<file path="src/rtl/rbcc_pkg.sv">
package rbcc_pkg;

   localparam int unsigned WORD_W  = 15;
   localparam int unsigned IMAGE_W = 16;
   localparam int unsigned COUNT_W = 16;

   // ones'-complement folding: a sum beyond +/-FOLD_LIMIT wraps by FOLD_LIMIT+1
   // with the carry added back at the other end
   localparam logic signed [15:0] FOLD_LIMIT = 16'sd16383;

   localparam logic [WORD_W-1:0]  WORD_ONES = 15'h7FFF;
   localparam logic [COUNT_W-1:0] COUNT_MAX = 16'hFFFF;
   localparam logic [COUNT_W-1:0] EXPECTED_WORDS_RESET = 16'd36864;

   typedef enum logic [1:0] {
      MODE_DATA   = 2'd0,
      MODE_CHECK  = 2'd1,
      MODE_MARKER = 2'd2,
      MODE_END    = 2'd3
   } mode_type;

   typedef enum logic [1:0] {
      CHK_NONE     = 2'd0,
      CHK_POS      = 2'd1,
      CHK_NEG      = 2'd2,
      CHK_MISMATCH = 2'd3
   } check_type;

endpackage

</file>
<file path="src/rtl/rbcc_req_if.sv">
interface rbcc_req_if
   import rbcc_pkg::*;
();
   logic                valid;
   logic                ready;
   mode_type            mode;
   logic [WORD_W-1:0]   value;

   modport source (output valid, output mode, output value, input ready);
   modport sink   (input valid, input mode, input value, output ready);
endinterface

</file>
<file path="src/rtl/rbcc_rsp_if.sv">
interface rbcc_rsp_if
   import rbcc_pkg::*;
();
   logic                valid;
   logic                ready;
   logic                has_word;
   logic [IMAGE_W-1:0]  image_word;
   check_type           check_result;
   logic                alignment_error;
   logic                length_error;
   logic [WORD_W-1:0]   running_sum;
   logic [COUNT_W-1:0]  errors_so_far;

   modport source (
      output valid, output has_word, output image_word, output check_result,
      output alignment_error, output length_error, output running_sum,
      output errors_so_far, input ready
   );
   modport sink (
      input valid, input has_word, input image_word, input check_result,
      input alignment_error, input length_error, input running_sum,
      input errors_so_far, output ready
   );
endinterface

</file>
<file path="src/rtl/rope_bank_checksum_checker_core.sv">
// Rope bank checksum checker. Takes a stream of tagged 15-bit items (data
// word, bank check word, bank marker, end of image) and returns exactly one
// result per item: the image word to append (data shifted left one bit,
// check words as given), the bank check outcome, alignment and length flags,
// the running 15-bit ones'-complement sum (end-around carry, never negative
// zero) and a saturating error count. A transfer on req_bus is registered in
// the input register, worked in short logic (one 15-bit end-around add and
// a few compares) and written to the result register that drives rsp_bus;
// rsp valid rises once the item reaches the result register. The block
// sustains one item per cycle; rsp_bus back-pressure stalls req_bus only
// once both registers are full. csr_wr_data sets the expected image length
// (reset 36864 words); write it only while no item is in flight. Banks are
// BANK_WORDS words long; word_count saturates at 65535.
module rope_bank_checksum_checker_core
   import rbcc_pkg::*;
#(
   parameter int unsigned BANK_WORDS = 1024
) (
   input  logic                clock,
   input  logic                reset,
   rbcc_req_if.sink            req_bus,
   rbcc_rsp_if.source          rsp_bus,
   input  logic                csr_wr_en,
   input  logic [COUNT_W-1:0]  csr_wr_data
);

   localparam int unsigned BANK_OFS_W = $clog2(BANK_WORDS);
   localparam logic [BANK_OFS_W-1:0] BANK_LAST = BANK_OFS_W'(BANK_WORDS - 1);

   // input register
   logic                s1_valid_ff;
   mode_type            s1_mode_ff;
   logic [WORD_W-1:0]   s1_value_ff;

   // result register
   logic                out_valid_ff;
   logic                out_has_word_ff;
   logic [IMAGE_W-1:0]  out_image_word_ff;
   check_type           out_check_ff;
   logic                out_align_ff;
   logic                out_length_ff;
   logic [WORD_W-1:0]   out_sum_ff;
   logic [COUNT_W-1:0]  out_errors_ff;

   // checker state
   logic [COUNT_W-1:0]    expected_ff;
   logic [WORD_W-1:0]     sum_ff;
   logic [WORD_W-1:0]     bank_ff;
   logic                  check_pend_ff;
   logic [COUNT_W-1:0]    word_count_ff;
   logic [BANK_OFS_W-1:0] bank_ofs_ff;
   logic [COUNT_W-1:0]    tally_ff;

   // next values
   logic                  has_word_in;
   logic [IMAGE_W-1:0]    image_word_in;
   check_type             check_in;
   logic                  align_in;
   logic                  length_in;
   logic [WORD_W-1:0]     sum_in;
   logic                  check_pend_in;
   logic [COUNT_W-1:0]    word_count_in;
   logic [BANK_OFS_W-1:0] bank_ofs_in;
   logic [COUNT_W-1:0]    tally_in;

   logic                  s1_move;
   logic [WORD_W-1:0]     add_sum;
   logic [WORD_W-1:0]     cmp_sum;
   logic                  settle;
   logic                  mismatch;
   logic [1:0]            err_inc;
   logic [COUNT_W:0]      tally_wide;

   // advance the input register into the result register when the result
   // register is empty or being drained this cycle
   assign s1_move       = s1_valid_ff && (!out_valid_ff || rsp_bus.ready);
   assign req_bus.ready = !s1_valid_ff || s1_move;

   rbcc_oc_add u_oc_add (
      .a   (sum_ff),
      .b   (s1_value_ff),
      .sum (add_sum)
   );

   // a check word settles against the sum including itself; marker and end
   // mark settle against the old sum
   assign cmp_sum = (s1_mode_ff == MODE_CHECK) ? add_sum : sum_ff;
   assign settle  = check_pend_ff && (s1_mode_ff != MODE_DATA);

   always_comb begin
      check_in = CHK_NONE;
      mismatch = 1'b0;
      if (settle) begin
         priority if (cmp_sum == bank_ff) begin
            check_in = CHK_POS;
         end else if (cmp_sum == (WORD_ONES & ~bank_ff)) begin
            check_in = CHK_NEG;
         end else begin
            check_in = CHK_MISMATCH;
            mismatch = 1'b1;
         end
      end
   end

   always_comb begin
      has_word_in   = 1'b0;
      image_word_in = '0;
      align_in      = 1'b0;
      length_in     = 1'b0;
      sum_in        = sum_ff;
      check_pend_in = check_pend_ff && !settle;
      word_count_in = word_count_ff;
      bank_ofs_in   = bank_ofs_ff;
      unique case (s1_mode_ff)
         MODE_DATA, MODE_CHECK: begin
            has_word_in   = 1'b1;
            image_word_in = (s1_mode_ff == MODE_DATA) ? {s1_value_ff, 1'b0}
                                                      : {1'b0, s1_value_ff};
            sum_in        = add_sum;
            // hold the count at its maximum; the bank offset stops with it
            if (word_count_ff != COUNT_MAX) begin
               word_count_in = word_count_ff + 1'b1;
               bank_ofs_in   = (bank_ofs_ff == BANK_LAST) ? '0
                                                          : bank_ofs_ff + 1'b1;
            end
         end
         MODE_MARKER: begin
            sum_in        = '0;
            align_in      = (bank_ofs_ff != '0);
            check_pend_in = 1'b1;
         end
         MODE_END: begin
            length_in = (word_count_ff != expected_ff);
         end
         default: begin
         end
      endcase
   end

   // a marker or end mark can add a mismatch and its own error in one item
   assign err_inc    = {1'b0, mismatch} + {1'b0, align_in || length_in};
   assign tally_wide = {1'b0, tally_ff} + {{(COUNT_W-1){1'b0}}, err_inc};
   assign tally_in   = tally_wide[COUNT_W] ? COUNT_MAX : tally_wide[COUNT_W-1:0];

   always_ff @(posedge clock) begin
      if (reset) begin
         s1_valid_ff   <= 1'b0;
         out_valid_ff  <= 1'b0;
         expected_ff   <= EXPECTED_WORDS_RESET;
         sum_ff        <= '0;
         check_pend_ff <= 1'b0;
         word_count_ff <= '0;
         bank_ofs_ff   <= '0;
         tally_ff      <= '0;
      end else begin
         if (csr_wr_en) begin
            expected_ff <= csr_wr_data;
         end
         if (req_bus.ready) begin
            s1_valid_ff <= req_bus.valid;
         end
         if (s1_move) begin
            out_valid_ff  <= 1'b1;
            sum_ff        <= sum_in;
            check_pend_ff <= check_pend_in;
            word_count_ff <= word_count_in;
            bank_ofs_ff   <= bank_ofs_in;
            tally_ff      <= tally_in;
         end else if (rsp_bus.ready) begin
            out_valid_ff <= 1'b0;
         end
      end
   end

   // payload registers: no reset
   always_ff @(posedge clock) begin
      if (req_bus.valid && req_bus.ready) begin
         s1_mode_ff  <= req_bus.mode;
         s1_value_ff <= req_bus.value;
      end
      if (s1_move) begin
         if (s1_mode_ff == MODE_MARKER) begin
            bank_ff <= s1_value_ff;
         end
         out_has_word_ff   <= has_word_in;
         out_image_word_ff <= image_word_in;
         out_check_ff      <= check_in;
         out_align_ff      <= align_in;
         out_length_ff     <= length_in;
         out_sum_ff        <= sum_in;
         out_errors_ff     <= tally_in;
      end
   end

   assign rsp_bus.valid           = out_valid_ff;
   assign rsp_bus.has_word        = out_has_word_ff;
   assign rsp_bus.image_word      = out_image_word_ff;
   assign rsp_bus.check_result    = out_check_ff;
   assign rsp_bus.alignment_error = out_align_ff;
   assign rsp_bus.length_error    = out_length_ff;
   assign rsp_bus.running_sum     = out_sum_ff;
   assign rsp_bus.errors_so_far   = out_errors_ff;

endmodule

</file>
<file path="src/rtl/rbcc_oc_add.sv">
module rbcc_oc_add
   import rbcc_pkg::*;
(
   input  logic [WORD_W-1:0] a,
   input  logic [WORD_W-1:0] b,
   output logic [WORD_W-1:0] sum
);

   logic signed [15:0] a_int;
   logic signed [15:0] b_int;
   logic signed [15:0] raw;
   logic signed [15:0] folded;
   logic signed [15:0] mag;

   // negative operands: magnitude is the inverted low 14 bits
   assign a_int = a[WORD_W-1] ? -$signed({2'b00, ~a[WORD_W-2:0]})
                              :  $signed({2'b00,  a[WORD_W-2:0]});
   assign b_int = b[WORD_W-1] ? -$signed({2'b00, ~b[WORD_W-2:0]})
                              :  $signed({2'b00,  b[WORD_W-2:0]});
   assign raw = a_int + b_int;

   always_comb begin
      priority if (raw > FOLD_LIMIT) begin
         folded = raw - FOLD_LIMIT;
      end else if (raw < -FOLD_LIMIT) begin
         folded = raw + FOLD_LIMIT;
      end else begin
         folded = raw;
      end
   end

   // zero always encodes as +0
   assign mag = -folded;
   assign sum = folded[15] ? (WORD_ONES & ~mag[WORD_W-1:0]) : folded[WORD_W-1:0];

endmodule
</file>
<file path="src/flat_wrapper.sv">
// flat-port wrapper written by rule: the top's interface ports become plain ports
module rope_bank_checksum_checker_core_flat import rbcc_pkg::*;
#(
   parameter int unsigned BANK_WORDS = 1024
)
  (clock, reset, csr_wr_en, csr_wr_data, req_bus_valid, req_bus_mode, req_bus_value, req_bus_ready, rsp_bus_valid, rsp_bus_has_word, rsp_bus_image_word, rsp_bus_check_result, rsp_bus_alignment_error, rsp_bus_length_error, rsp_bus_running_sum, rsp_bus_errors_so_far, rsp_bus_ready);
  rbcc_req_if req_bus_i ();
  rbcc_rsp_if rsp_bus_i ();
  input  logic clock;
  input  logic reset;
  input  logic csr_wr_en;
  input  logic [COUNT_W-1:0] csr_wr_data;
  input wire logic [$bits(req_bus_i.valid)-1:0] req_bus_valid;
  input wire logic [$bits(req_bus_i.mode)-1:0] req_bus_mode;
  input wire logic [$bits(req_bus_i.value)-1:0] req_bus_value;
  output wire logic [$bits(req_bus_i.ready)-1:0] req_bus_ready;
  output wire logic [$bits(rsp_bus_i.valid)-1:0] rsp_bus_valid;
  output wire logic [$bits(rsp_bus_i.has_word)-1:0] rsp_bus_has_word;
  output wire logic [$bits(rsp_bus_i.image_word)-1:0] rsp_bus_image_word;
  output wire logic [$bits(rsp_bus_i.check_result)-1:0] rsp_bus_check_result;
  output wire logic [$bits(rsp_bus_i.alignment_error)-1:0] rsp_bus_alignment_error;
  output wire logic [$bits(rsp_bus_i.length_error)-1:0] rsp_bus_length_error;
  output wire logic [$bits(rsp_bus_i.running_sum)-1:0] rsp_bus_running_sum;
  output wire logic [$bits(rsp_bus_i.errors_so_far)-1:0] rsp_bus_errors_so_far;
  input wire logic [$bits(rsp_bus_i.ready)-1:0] rsp_bus_ready;
  assign req_bus_i.valid = req_bus_valid;
  assign req_bus_i.mode = req_bus_mode;
  assign req_bus_i.value = req_bus_value;
  assign req_bus_ready = req_bus_i.ready;
  assign rsp_bus_valid = rsp_bus_i.valid;
  assign rsp_bus_has_word = rsp_bus_i.has_word;
  assign rsp_bus_image_word = rsp_bus_i.image_word;
  assign rsp_bus_check_result = rsp_bus_i.check_result;
  assign rsp_bus_alignment_error = rsp_bus_i.alignment_error;
  assign rsp_bus_length_error = rsp_bus_i.length_error;
  assign rsp_bus_running_sum = rsp_bus_i.running_sum;
  assign rsp_bus_errors_so_far = rsp_bus_i.errors_so_far;
  assign rsp_bus_i.ready = rsp_bus_ready;
  rope_bank_checksum_checker_core #(.BANK_WORDS(BANK_WORDS)) u_core (.clock(clock), .reset(reset), .req_bus(req_bus_i), .rsp_bus(rsp_bus_i), .csr_wr_en(csr_wr_en), .csr_wr_data(csr_wr_data));
endmodule
</file>
<file path="config.mk">
export PLATFORM = sky130hd
export DESIGN_NAME = rope_bank_checksum_checker_core_flat
export DESIGN_NICKNAME = d
export VERILOG_FILES = /design/src/rtl/rbcc_pkg.sv /design/src/rtl/rbcc_req_if.sv /design/src/rtl/rbcc_rsp_if.sv /design/src/rtl/rope_bank_checksum_checker_core.sv /design/src/rtl/rbcc_oc_add.sv /design/src/flat_wrapper.sv
export SDC_FILE = /design/constraint.sdc
export NUM_CORES = 1
export LEC_CHECK = 0
export BUFFER_PORTS_ARGS = -buffer_cell sky130_fd_sc_hd__buf_2
export CORE_MARGIN = 2
export CORE_UTILIZATION = 35
export DETAILED_ROUTE_END_ITERATION = 6
export MAX_ROUTING_LAYER = met4
export PLACE_DENSITY = 0.62
export SLEW_MARGIN = 20
export SYNTH_ARGS = -nofsm -noshare
export SYNTH_HDL_FRONTEND = slang
export SYNTH_SLANG_ARGS = --single-unit
</file>
<file path="constraint.sdc">
create_clock -name clock -period 10.9 [get_ports clock]
set_input_delay 0.545 -clock clock [delete_from_list [all_inputs] [get_ports clock]]
set_output_delay 0.545 -clock clock [all_outputs]
set_load 0.01 [all_outputs]
</file>
# [After elaboration in Yosys (flattened, before gate mapping)]
# Index checks and enable logic that the tools add are counted.
[op_classes] mul=0 magnitude_cmp=2 n_shift=0 eq_ne=8 div=0 addsub=10 bitwise_logic=6 reduce_logical=20 muxes=21
[op_table] operator="16-bit 2-to-1 mux" n=5
[op_table] operator="15-bit 2-to-1 mux" n=3
[op_table] operator="14-bit negator with 16-bit output" n=2
[op_table] operator="15-bit equality test" n=2
[op_table] operator="15-bit inverter" n=2
[op_table] operator="15-bit case mux with 2 select lines" n=1
[op_table] operator="14-bit inverter" n=2
[op_table] operator="16-bit by 2-bit adder with 17-bit output" n=1
[op_table] operator="16-bit by 1-bit adder with 16-bit output (second input constant)" n=1
[op_table] operator="16-bit by 15-bit adder with 16-bit output (second input constant)" n=1
[op_table] operator="16-bit adder" n=1
[op_table] operator="16-bit by 15-bit > comparator with 1-bit output (second input constant)" n=1
[op_table] operator="16-bit by 15-bit less-than comparator with 1-bit output (second input constant)" n=1
[op_table] operator="16-bit inequality test" n=1
[op_table] operator="16-bit inequality test (second input constant)" n=1
[op_table] operator="16-bit by 15-bit subtractor with 16-bit output (second input constant)" n=1
[op_table] operator="15-bit negator" n=1
[op_table] operator="1-bit 2-to-1 mux" n=11
[op_table] operator="10-bit by 1-bit adder with 10-bit output (second input constant)" n=1
[op_table] operator="10-bit equality test (second input constant)" n=1
[op_table] operator="10-bit 2-to-1 mux" n=1
[op_table] operator="10-bit nonzero test" n=1
[op_table] operator="2-bit OR reduction" n=3
[op_table] operator="2-bit equality test (second input constant)" n=2
[op_table] operator="10 further kinds" n=20
[word_totals] n_memories=0 wordCells=88 register_bits=160 mem_bits_rw=0 rom_bits=0 latchBits=0 out_inout_bits=54 inputBits=38

# [Logic depth before layout (Yosys ltp)]
# Gate-level depths: netlist of the first run.
[depth] ltp_word=18 depth_mapped=40 ltp_nobuf=37

# [By module]
# From an unflattened synthesis of the first run, not the netlist that was laid out.
[unflattened] hier_cells=1015 hier_area_um2=9683.0
[modules_own_cells] mod="rope_bank_checksum_checker_core" cells_per_inst=651 area_each_um2=7025.5 n_inst=1 seq_area_each_um2=4043.9
[modules_own_cells] mod="rbcc_oc_add" cells_per_inst=364 area_each_um2=2657.5 n_inst=1 seq_area_each_um2=0.0

# [Least setup slack after synthesis of the first run]
# No wires, ideal clock.
[synth_timing] kind="flip-flop to flip-flop" startpoint="register u_core.s1_value_ff[14]" endpoint="register u_core.tally_ff[2]" setup_slack_ns=3.058 path_stages_with_launch=39 t_arrival_ns=7.710 required_time_ns=10.768 path_cell_list="edfxtp_1 > clkbuf_1 > nand4_1 > or2_2 > xnor2_1 > ha_1 > buf_6 > o211a_1 > a21boi_4 > or3_4 > a2111oi_4 > nand3_1 > nor4_4 > nor2_2 > nand2_1 > o21ai_0 > a21oi_1 > ha_1 > (+3 left out) > or4_1 > a22o_1 > xor2_1 > nor4_2 > a31oi_1 > a21boi_1 > fa_1 > ha_1 > and3_1 > and3_1 > and3_1 > nand2_1 > nor3_1 > nand4_1 > clkbuf_1 > nand2_1 > nand2_1 > a21oi_1"
[synth_via] elab_chain_cells=16 word_cells_on_any_way=20 classes_between="6 x add/sub; 2 x order compare; 2 x eq/ne; 9 x mux; 1 x bitwise"
[synth_lines] item="start, declared" line_no="rope_bank_checksum_checker_core.sv:33" rtl="logic [WORD_W-1:0] s1_value_ff;"
[synth_lines] item="start signal, assigned" line_no="rope_bank_checksum_checker_core.sv:179" rtl="s1_value_ff <= req_bus.value;"
[synth_lines] item="16-bit 2-to-1 mux (*)" line_no="rbcc_oc_add.sv:18" rtl="assign b_int = b[WORD_W-1] ? -$signed({2'b00, ~b[WORD_W-2:0]})"
[synth_lines] item="16-bit adder (*)" line_no="rbcc_oc_add.sv:20" rtl="assign raw = a_int + b_int;"
[synth_lines] item="16-bit by 15-bit adder with 16-bit output or 16-bit by 15-bit less-than comparator with 1-bit output (tied branches)" line_no="rbcc_oc_add.sv:26, rbcc_oc_add.sv:25"
[synth_lines] item="16-bit 2-to-1 mux" line_no="rbcc_oc_add.sv:25" rtl="end else if (raw < -FOLD_LIMIT) begin"
[synth_lines] item="16-bit 2-to-1 mux (*)" line_no="rbcc_oc_add.sv:23" rtl="priority if (raw > FOLD_LIMIT) begin"
[synth_lines] item="15-bit negator" line_no="rbcc_oc_add.sv:33" rtl="assign mag = -folded;"
[synth_lines] item="15-bit inverter" line_no="rbcc_oc_add.sv:34" rtl="assign sum = folded[15] ? (WORD_ONES & ~mag[WORD_W-1:0]) : folded[WORD_W-1:0];"
[synth_lines] item="15-bit 2-to-1 mux (*)" line_no="rbcc_oc_add.sv:34"
[synth_lines] item="15-bit 2-to-1 mux (*)" line_no="rope_bank_checksum_checker_core.sv:87" rtl="assign cmp_sum = (s1_mode_ff == MODE_CHECK) ? add_sum : sum_ff;"
[synth_lines] item="15-bit equality test" line_no="rope_bank_checksum_checker_core.sv:96" rtl="end else if (cmp_sum == (WORD_ONES & ~bank_ff)) begin"
[synth_lines] item="1-bit 2-to-1 mux" line_no="rope_bank_checksum_checker_core.sv:96"
[synth_lines] item="1-bit 2-to-1 mux (*)" line_no="rope_bank_checksum_checker_core.sv:94" rtl="priority if (cmp_sum == bank_ff) begin"
[synth_lines] item="1-bit 2-to-1 mux (*)" line_no="rope_bank_checksum_checker_core.sv:93" rtl="if (settle) begin"
[synth_lines] item="1-bit by 1-bit adder with 2-bit output (*)" line_no="rope_bank_checksum_checker_core.sv:141" rtl="assign err_inc = {1'b0, mismatch} + {1'b0, align_in || length_in};"
[synth_lines] item="16-bit by 2-bit adder with 17-bit output (*)" line_no="rope_bank_checksum_checker_core.sv:142" rtl="assign tally_wide = {1'b0, tally_ff} + {{(COUNT_W-1){1'b0}}, err_inc};"
[synth_lines] item="16-bit 2-to-1 mux (*)" line_no="rope_bank_checksum_checker_core.sv:143" rtl="assign tally_in = tally_wide[COUNT_W] ? COUNT_MAX : tally_wide[COUNT_W-1:0];"
[synth_lines] item="named net u_core.tally_in[2]" line_no="rope_bank_checksum_checker_core.sv:64" rtl="logic [COUNT_W-1:0] tally_in;"
[synth_lines] item="end signal, assigned" line_no="rope_bank_checksum_checker_core.sv:168" rtl="tally_ff <= tally_in;"
[synth_lines] item="end, declared" line_no="rope_bank_checksum_checker_core.sv:52" rtl="logic [COUNT_W-1:0] tally_ff;"
# Mark *: on every way through the listed nets, which the timed path passes. The rest lies on a longest branch.
# A chain may end at the register's enable or synchronous reset.

# [Worst setup path after layout of the first run]
[layout_timing] startpoint="register u_core.s1_value_ff[0]" endpoint="register u_core.tally_ff[0]"
[layout_via] elab_chain_cells=18 word_cells_on_any_way=22 classes_between="7 x add/sub; 2 x order compare; 2 x eq/ne; 9 x mux; 2 x bitwise"
[layout_lines] item="14-bit inverter" line_no="rbcc_oc_add.sv:18"
[layout_lines] item="14-bit negator with 16-bit output" line_no="rbcc_oc_add.sv:18"
[layout_lines] item="16-bit 2-to-1 mux (*)" line_no="rbcc_oc_add.sv:18"
[layout_lines] item="16-bit adder (*)" line_no="rbcc_oc_add.sv:20"
[layout_lines] item="16-bit by 15-bit adder with 16-bit output or 16-bit by 15-bit less-than comparator with 1-bit output (tied branches)" line_no="rbcc_oc_add.sv:26, rbcc_oc_add.sv:25"
[layout_lines] item="16-bit 2-to-1 mux" line_no="rbcc_oc_add.sv:25"
[layout_lines] item="16-bit 2-to-1 mux (*)" line_no="rbcc_oc_add.sv:23"
[layout_lines] item="15-bit negator" line_no="rbcc_oc_add.sv:33"
[layout_lines] item="(+3 left out)"
[layout_lines] item="15-bit equality test" line_no="rope_bank_checksum_checker_core.sv:96"
[layout_lines] item="1-bit 2-to-1 mux" line_no="rope_bank_checksum_checker_core.sv:96"
[layout_lines] item="1-bit 2-to-1 mux (*)" line_no="rope_bank_checksum_checker_core.sv:94"
[layout_lines] item="1-bit 2-to-1 mux (*)" line_no="rope_bank_checksum_checker_core.sv:93"
[layout_lines] item="1-bit by 1-bit adder with 2-bit output (*)" line_no="rope_bank_checksum_checker_core.sv:141"
[layout_lines] item="16-bit by 2-bit adder with 17-bit output (*)" line_no="rope_bank_checksum_checker_core.sv:142"
[layout_lines] item="16-bit 2-to-1 mux (*)" line_no="rope_bank_checksum_checker_core.sv:143"
[layout_lines] item="named net u_core.tally_in[0]" line_no="rope_bank_checksum_checker_core.sv:64"
# Marks and branches as above.

==> flow_summary.ini, run 1 <==
[yosys]
avgSynthCellArea_um2 = 9.22
async_flop_share_pct = 0
synth_top_flop_cell = edfxtp_1
synth_nets = 1133
yosysSeqAreaShare_pct = 41.1
postSynthCellCount = 1068
synth_warnings = 0
synth_edf_count = 84
synth_area_um2 = 9850
yosysUniqueCellTypes = 91
ys_ff_latch = 160

[die]
dieWidth_um = 172
fp.coreArea_um2 = 27800
fp-row-count = 61
initial_core_util_pct = 35.5
dieArea_um2 = 29500
die_h_um = 172
ios = 92

[cells_and_area]
seq_area_um2 = 4040
num_antenna_cells = 0
final_cell_mix = nor2_1 (134), nand2_1 (106), buf_2 (91)
drive_gt1_share_pct = 16.2
finalNetCount = 1190
syn2layout_area_growth_pct = 12.6
n_fill_cell = 2807
final_common_cell = nor2_1
multiInputGateArea_um2 = 5410

[worst_setup_path]
endpoint_kind = register
critical_path_class = reg2reg
cpMaxStageDelayCell = xnor2_1
cp.required_ns = 11.27
arrival_ns = 9.96
cpPeakStageDelay_ns = 0.84
cp-start-kind = register
worstPathMaxFanout = 13

[clock_network]
worstSkewPairLatency_ns = 0.43
postCtsSetupRepairBufs = 0
clock-sinks = 160
cts_tree = built
cts_root_buf = clkbuf_16
cts_buffers = 17
cts_buffer_depth = 2
clk_pin_slew_ns = 0.07
h-tree-depth = 4
cts_hold_buffers = 0
post_cts_resized = 0

[placed_design]
gp_congestion = 0.921
dp_hpwl_um = 19100
io_buffer_count = 91

[sta]
fin_tns_setup_ns = 0
relSlewSlack_pct = 29.6
fin_skew_ns = 0.0198
drv_slew = 0
layout_min_cycle_time_ns = 9.59
setup_violations = 0
max_freq_ghz = 0.104
holdWs_ns = 0.289
timing.final.hold_violations = 0
worst_pin_slew_ns = 1.05
rsz0062_at_grt = no
fin_crit_sh_pct = 88.0

[grt]
grt.total_usage_pct = 18.1
grt-ovfl-total = 0
grt_max_degree = 86
grt_pass1_vias = 7473
grt_pass1_wl_um = 40300
antenna_found_initial = 0

[power]
irDropWorstVdd_mv = 0.113
p_per_area_nw_per_um2 = 146
leakagePower_nw = 4.02

[route]
detail-route-antenna-nets = 0
vias_per_cell = 5.36
route.detailed.drc = 0
vias = 8131
drt_first_pass_iters = 7
drt_iter0_drc = 681
routed_wl_um = 25800
wire_per_inst_um = 17.0

[worst_hold_path]
hold_class = in2reg

[flow_run]
cap_violations = 0

[run_status]
run_status = completed
==> per-stage QoR <==
step                      area [um^2]  total power, mW  worst slack [ns]  std cells  utilization [%]
after CTS                       11100             1.63              1.39       1516             39.9
after detailed placement        10500             1.03              1.38       1484             37.8
after global routing            11100             1.69             0.435       1516             39.9
final                           11100             1.62              1.31       1516             39.9
after floorplan                  9850            0.942              3.06       1068                -
after global placement          10500             1.03              1.75       1484             37.8
==> sequential cells by signal (all words and copies together) (netlist names) <==
signal                          flops
u_core.rsp_bus.valid                1
u_core.expected_ff                 16
u_core.rsp_bus.has_word             1
u_core.sum_ff                      15
u_core.rsp_bus.check_result         2
u_core.bank_ofs_ff                 10
u_core.check_pend_ff                1
u_core.rsp_bus.image_word          16
u_core.s1_mode_ff                   2
u_core.rsp_bus.errors_so_far       16
u_core.tally_ff                    16
u_core.rsp_bus.alignment_error      1
u_core.s1_value_ff                 15
u_core.s1_valid_ff                  1
u_core.rsp_bus.running_sum         15
u_core.word_count_ff               16
u_core.rsp_bus.length_error         1
u_core.bank_ff                     15
==> critical path: cells and delay by family (launching register included) <==
kind	cells	cell delay, ns
adder cells (fa/ha/maj)	5	1.28
XOR/XNOR	4	1.36
flip-flops	1	0.47
multiplexers	1	0.10
AND/OR/NAND/NOR	19	4.62
AO/OA/AOI/OAI	7	1.68
==> cell usage after synthesis (all sizes together), types with 3 or more instances <==
master     n  area, um^2
o211ai    12         110
nor3b      4        30.0
xor2      41         367
a21o       5        37.5
nand3     48         250
or3       13        86.3
or2        9        56.3
nand4     35         234
a21oi     59         303
inv       13        48.8
mux2i     37         370
buf       15         119
nor4b      4        35.0
nor4      18         134
o211a      8        80.1
nor3      40         200
ha        25         313
nor2     138         526
a211o      4        36.3
and2       9        57.6
edfxtp    84        2520
o21ai     36         180
nand2b     9        58.8
o31ai     11         101
nand2    106         398
dfxtp     76        1520
a221oi     3        26.3
nor2b      6        37.5
or4        4        31.3
a2111oi    3        45.1
a31o       5        43.8
a211oi    11        92.6
and4       4        35.0
and3      15        95.1
a31oi     10        62.6
clkbuf    46         228
xnor2     69         619
o31a       5        45.0
==> area by class of cell <==
type                       instances  area share [%]
multi-input combinational        833            48.8
sequential                       160            36.5
timing repair buffer              99            4.65
tap                              378            4.26
clock buffer                      19            3.99
clock inverter                    13            1.37
inverter                          14           0.485
==> report_power, final <==
| group | total, mW | internal [mW] | switching, mW |
|---|---|---|---|
| clock network | 0.602 | 0.348 | 0.254 |
| logic | 0.329 | 0.115 | 0.214 |
| registers | 0.693 | 0.666 | 0.0270 |
| total | 1.62 | 1.13 | 0.494 |
==> logic make-up after synthesis <==
family / Yosys count / share of synthesized area (%)
multiplexers: 39 / 3.99
XOR/XNOR: 110 / 10.0
adder cells (fa/ha/maj): 27 / 3.58
flip-flops: 160 / 41.1
AND/OR/NAND/NOR: 463 / 23.1
AO/OA/AOI/OAI: 194 / 14.2
buffers and inverters: 75 / 4.05
==> path summary, 6_finish.rpt <==
kind,cells past startpoint,slack [ns],from,endpoint
setup / recovery,36,1.31,u_core.s1_value_ff[0],u_core.tally_ff[0]
hold / removal,1,0.29,req_bus_value[7],u_core.s1_value_ff[7]
setup reg to reg,36,1.31,u_core.s1_value_ff[0],u_core.tally_ff[0]
hold reg to reg,2,0.47,u_core.tally_ff[12],u_core.tally_ff[12]
==> routing by layer <==
layer  vias to the layer above  GRT usage [%]  routed length (um)
li1                       4000              -                   -
met1                      3857           24.1               11900
met2                       235           27.7               12000
met3                        39           3.15                1400
met4                         0           6.47                 624
met5                         -              -                   0
Note: power is estimated with default switching activity, not from simulation.
==> run 2, diff against run 1 <==
- CORE_MARGIN: 2 -> 1
- PLACE_DENSITY: 0.62 -> 0.64
- SLEW_MARGIN: 20 -> not set
- clock period: 10.9 -> 7.75 ns (I/O delays scaled with it)
==> run 2 against run 1 <==
  * Critical path depth increased by 4
  * Sequential share of layout area fell by 5.7 points
  * Final cell count rose by 11%
  * Total power rose by 55%
  * Critical endpoint is now u_core.tally_ff[14]
==> flow_summary.ini, run 2 (synthesis results as in run 1) <==
[grt]
grt.total_usage_pct = 20.1
met3_usage_pct = 2.59
grt_pass1_wl_um = 43900
grt_pass1_vias = 8279
grt-ovfl-total = 0
grt_max_degree = 71
busiest_layer = met2
antenna_found_initial = 0
use_met2_pct = 31.2
grtUsageMet1_pct = 26.9

[power]
irDropWorstVdd_mv = 0.149
switchingPower_mw = 0.772
power.internal_mw = 1.75
p_per_area_nw_per_um2 = 191
switching_share_pct = 30.6
pwr-share-comb_pct = 26.5
p_seq_share_pct = 38.3
power_frac_clock_pct = 35.2
leakagePower_nw = 5.10
total_power_mw = 2.52

[clock_network]
cts_root_buf = clkbuf_16
cts_tree = built
cts_buffer_depth = 2
clock-sinks = 160
h-tree-depth = 4
worstSkewPairLatency_ns = 0.43
cts_buffers = 17
clk_pin_slew_ns = 0.07
cts_hold_buffers = 0

[sta]
setup_violations = 0
drv_slew = 0
fin_skew_ns = 0.0148
layout_min_cycle_time_ns = 7.50
worst_pin_slew_ns = 1.18
fin_crit_sh_pct = 96.7
max_freq_ghz = 0.133
holdWs_ns = 0.134
timing.final.hold_violations = 0
relSlewSlack_pct = 21.3

[route]
vias = 8831
drt_iter0_drc = 614
vias_per_cell = 5.24
wire_per_inst_um = 16.8
drt_first_pass_iters = 6
route.detailed.drc = 0
detail-route-antenna-nets = 0
routed_wl_um = 28300

[placed_design]
postPlaceCellArea_um2 = 11600
io_buffer_count = 91
dp_hpwl_um = 20900
gp_congestion = 0.949
place_inst = 1629

[worst_setup_path]
cpMaxStageDelayCell = or4_4
rr_startpoint = u_core.s1_value_ff[0]
cpPeakStageDelay_ns = 0.57
arrival_ns = 7.78
worstPathMaxFanout = 5
r2r_slack_ns = 0.25
cp_num_cells = 40
cp-start-kind = register
critical_path_buf_inv_count = 10
cp.required_ns = 8.03
endpoint_kind = register
rr_worst_depth = 40
r2r-end = u_core.tally_ff[14]
crit_family = simple AND/OR/NAND/NOR gates
crit_start = u_core.s1_value_ff[0]
critical_path_class = reg2reg
crit_end = u_core.tally_ff[14]
path_common_cell = buf_4

[cells_and_area]
fin_cells = 1684
fin_area_um2 = 13200
final_util_pct = 47.6
syn2layout_area_growth_pct = 33.8
final_cell_mix = buf_4 (173), nor2_1 (129), nand2_1 (103)
num_antenna_cells = 0
drive_gt1_share_pct = 34.4
final_common_cell = buf_4
finalNetCount = 1358

[die]
dieArea_um2 = 28800
die_h_um = 170
fp-row-count = 61
fp.coreArea_um2 = 27700
ios = 92
dieWidth_um = 170
initial_core_util_pct = 35.6

[run_status]
run_status = completed

[flow_run]
cap_violations = 0

[worst_hold_path]
hold_class = in2reg
## run 2: cell types whose count changed in the layout (fill, tap and decap cells not counted), sizes merged
cell and delta:
bufinv +1, clkbuf -2, inv +4, buf +168, clkinv -1, clkinvlp -2
## run 2: worst register-to-register path: cells and delay by family, from the launching register on
kind                     cells  cell delay, ns
AO/OA/AOI/OAI               10            1.60
adder cells (fa/ha/maj)      3            0.83
flip-flops                   1            0.47
buffers and inverters       10            1.51
XOR/XNOR                     3            0.57
AND/OR/NAND/NOR             14            2.38
## run 2: worst min-delay path by stage
stage,startpoint,to,slack [ns],depth (start not counted)
2_1_floorplan,u_core.s1_value_ff[2],u_core.bank_ff[2],0.42,0
3_3_place_gp,u_core.tally_ff[2],u_core.tally_ff[2],0.48,2
3_5_place_dp,u_core.bank_ofs_ff[5],u_core.bank_ofs_ff[5],0.49,2
4_1_cts,req_bus_mode[1],u_core.s1_mode_ff[1],0.12,1
5_1_grt,req_bus_mode[1],u_core.s1_mode_ff[1],0.12,1
6_report,req_bus_value[1],u_core.s1_value_ff[1],0.13,1
## run 2: power by group through the flow
stage               clock network, mW  registers, mW  logic (mW)
finish                          0.886          0.966       0.668
detailed placement                  0          0.984       0.579
floorplan                           0          0.984       0.340
global route                    0.937          0.970       0.719
CTS                             0.903          0.965       0.598
global placement                    0          0.984       0.576
## run 2: what timing repair did
action / CTS / global route
hold endpoints to repair: 0 / 0
resized for setup: 24 / 118
endpoints found under the setup margin: 30 / 32
setup buffers: 4 / 20
pin swaps: 2 / 45
## run 2: cell type report
type,count,area [um^2]
inverters,14,53.8
well taps,378,473
multi-input cells,833,6180
repair buffers,267,1810
clock inverters,15,190
clock buffers,17,425
fillers,2628,14500
flip-flops and latches,160,4050
## run 2: metal layers
metal,share of wire [%],up-vias
met5,0,-
met4,2.4,0
met3,3.9,46
met2,48,213
met1,46,4240
li1,-,4332
## run 2: per-stage QoR
step	setup TNS [ns]	setup WS, ns
floorplan	0	0.0250
global placement	-0.116	-0.0322
detailed placement	-3.83	-0.212
CTS	0	0.0137
global route	-2.27	-0.173
finish	0	0.255
==> run 3, diff against run 2 <==
- CORE_MARGIN: 1 -> not set
- CORE_UTILIZATION: 35 -> 30
- PLACE_DENSITY: 0.64 -> 0.58
- RECOVER_POWER: not set -> 50
==> run 3 against run 2 <==
  * Die area rose by 16%
  * Worst setup slack got worse by 0.045 ns
  * Critical endpoint is now u_core.tally_ff[1]
  * Clock skew fell by 0.0031 ns
  * Total power fell by 1.8%
  * Via count fell by 1.2%
  * Wire length rose by 3.1%
  * Hold slack got worse by 0.0049 ns
  * Count of clock-buffer cells in the layout rose by 4
  * Critical path depth fell by 5
  * Non-clock buffer count fell by 32
  * Final cell count rose by 1.5%
  * The flow now finishes with violations (DRC)
  * Final area fell by 2.8%
  * Largest cell class unchanged
==> flow_summary.ini, run 3 (synthesis results as in run 1) <==
[run_status]
run_status = finished with violations
violations = DRC

[grt]
grt_max_degree = 85
grt_pass1_vias = 8198
grt.total_usage_pct = 17.6
antenna_found_initial = 0
grt-ovfl-total = 0
grt_pass1_wl_um = 44800

[sta]
worst_pin_slew_ns = 1.22
fin_crit_sh_pct = 97.3
layout_min_cycle_time_ns = 7.54
drv_slew = 0
fin_tns_setup_ns = 0
rsz0062_at_grt = yes
setup_violations = 0
fin_skew_ns = 0.0117
relSlewSlack_pct = 18.3
max_freq_ghz = 0.133
timing.final.hold_violations = 0

[worst_hold_path]
hold_class = in2reg
worstHoldStart = req_bus_mode[1]
holdPathStages = 1
whs_endpoint = u_core.s1_mode_ff[1]

[die]
die_h_um = 183
initial_core_util_pct = 30.8
ios = 92
dieArea_um2 = 33600
dieWidth_um = 183
fp.coreArea_um2 = 32000
fp-row-count = 65

[worst_setup_path]
rr_startpoint = u_core.sum_ff[0]
worstPathMaxFanout = 10
crit_family = simple AND/OR/NAND/NOR gates
arrival_ns = 7.84
cpPeakStageDelay_ns = 0.49
r2r-end = u_core.tally_ff[1]
cp-start-kind = register
critical_path_buf_inv_count = 4
cpMaxStageDelayCell = xnor2_1
rr_worst_depth = 35
critical_path_class = reg2reg
endpoint_kind = register
r2r_slack_ns = 0.21
cp.required_ns = 8.05

[route]
drt_iter0_drc = 509
route.detailed.drc = 7
vias_per_cell = 5.11
drt_first_pass_iters = 7
routed_wl_um = 29200
vias = 8726
detail-route-antenna-nets = 0
wire_per_inst_um = 17.1

[power]
leakagePower_nw = 4.84
irDropWorstVdd_mv = 0.177
p_per_area_nw_per_um2 = 193
total_power_mw = 2.47

[clock_network]
clock-sinks = 160
cts_hold_buffers = 0
clk_pin_slew_ns = 0.06
h-tree-depth = 4
cts_root_buf = clkbuf_16
worstSkewPairLatency_ns = 0.44
cts_tree = built
cts_buffer_depth = 2
cts_buffers = 17

[cells_and_area]
n_fill_cell = 3202
drive_gt1_share_pct = 32.2
fin_area_um2 = 12800
seq_area_um2 = 4050
final_cell_mix = buf_4 (138), nor2_1 (127), nand2_1 (102)
finalNetCount = 1326
syn2layout_area_growth_pct = 30.1
multiInputGateArea_um2 = 6010
final_common_cell = buf_4
num_antenna_cells = 0

[placed_design]
postPlaceCellArea_um2 = 11500
io_buffer_count = 91
gp_congestion = 0.942
dp_hpwl_um = 21600

[flow_run]
cap_violations = 0
-- run 3: what timing repair did --
action / in CTS / in global routing
endpoints found under the setup margin: 30 / 32
setup buffers: 1 / 13
pin swaps: 0 / 41
gates resized for setup: 13 / 110
-- run 3: where the power goes --
group	internal [mW]	total, mW	switching, mW	leakage, nW
Combinational	0.263	0.629	0.366	3.12
Clock	0.528	0.878	0.350	0.301
Sequential	0.937	0.968	0.0306	1.42
-- run 3: per-stage QoR --
stage	util (%)	cells	setup WS (ns)	hold slack (ns)
detailed placement	36.0	1663	-0.129	0.472
finish	40.1	1709	0.210	0.129
global route	40.1	1709	-0.143	0.115
global placement	36.0	1663	-0.0615	0.465
CTS	38.1	1696	0.00927	0.109
floorplan	-	1068	0.0250	0.424
-- run 3: worst reg2reg max path: cells and delay by family (launching register included) --
family | cells | cell delay [ns]
fa+ha+maj | 4 | 1.16
flops | 1 | 0.38
mux | 1 | 0.14
xor+xnor | 4 | 1.11
buf+inv | 4 | 0.77
simple gates | 14 | 2.31
compound gates | 8 | 1.54
-- run 3: layer usage --
layer,wire length (um),global-route usage [%],up-vias
met5,0,-,-
met3,1130,2.50,40
met4,603,5.00,0
li1,-,-,4260
met1,13600,23.0,4205
met2,13900,28.5,221
-- run 3: worst max-delay path by stage --
| stage | startpoint | end | cells after the start |
|---|---|---|---|
| 2_1_floorplan | u_core.s1_value_ff[2] | u_core.tally_ff[2] | 38 |
| 3_3_place_gp | u_core.sum_ff[0] | u_core.tally_ff[0] | 34 |
| 3_5_place_dp | u_core.sum_ff[14] | u_core.tally_ff[1] | 40 |
| 4_1_cts | u_core.s1_value_ff[0] | u_core.tally_ff[1] | 36 |
| 5_1_grt | u_core.s1_value_ff[1] | u_core.tally_ff[4] | 37 |
| 6_report | u_core.sum_ff[0] | u_core.tally_ff[1] | 35 |
-- run 3: final cells by class --
type                    instances  share of cell area (%)
repair buffers                235                    12.1
clock buffers                  21                    3.60
flip-flops and latches        160                    31.6
multi-input cells             833                    46.9
clock inverters                11                    1.16
inverters                      14                   0.420
well taps                     435                    4.25
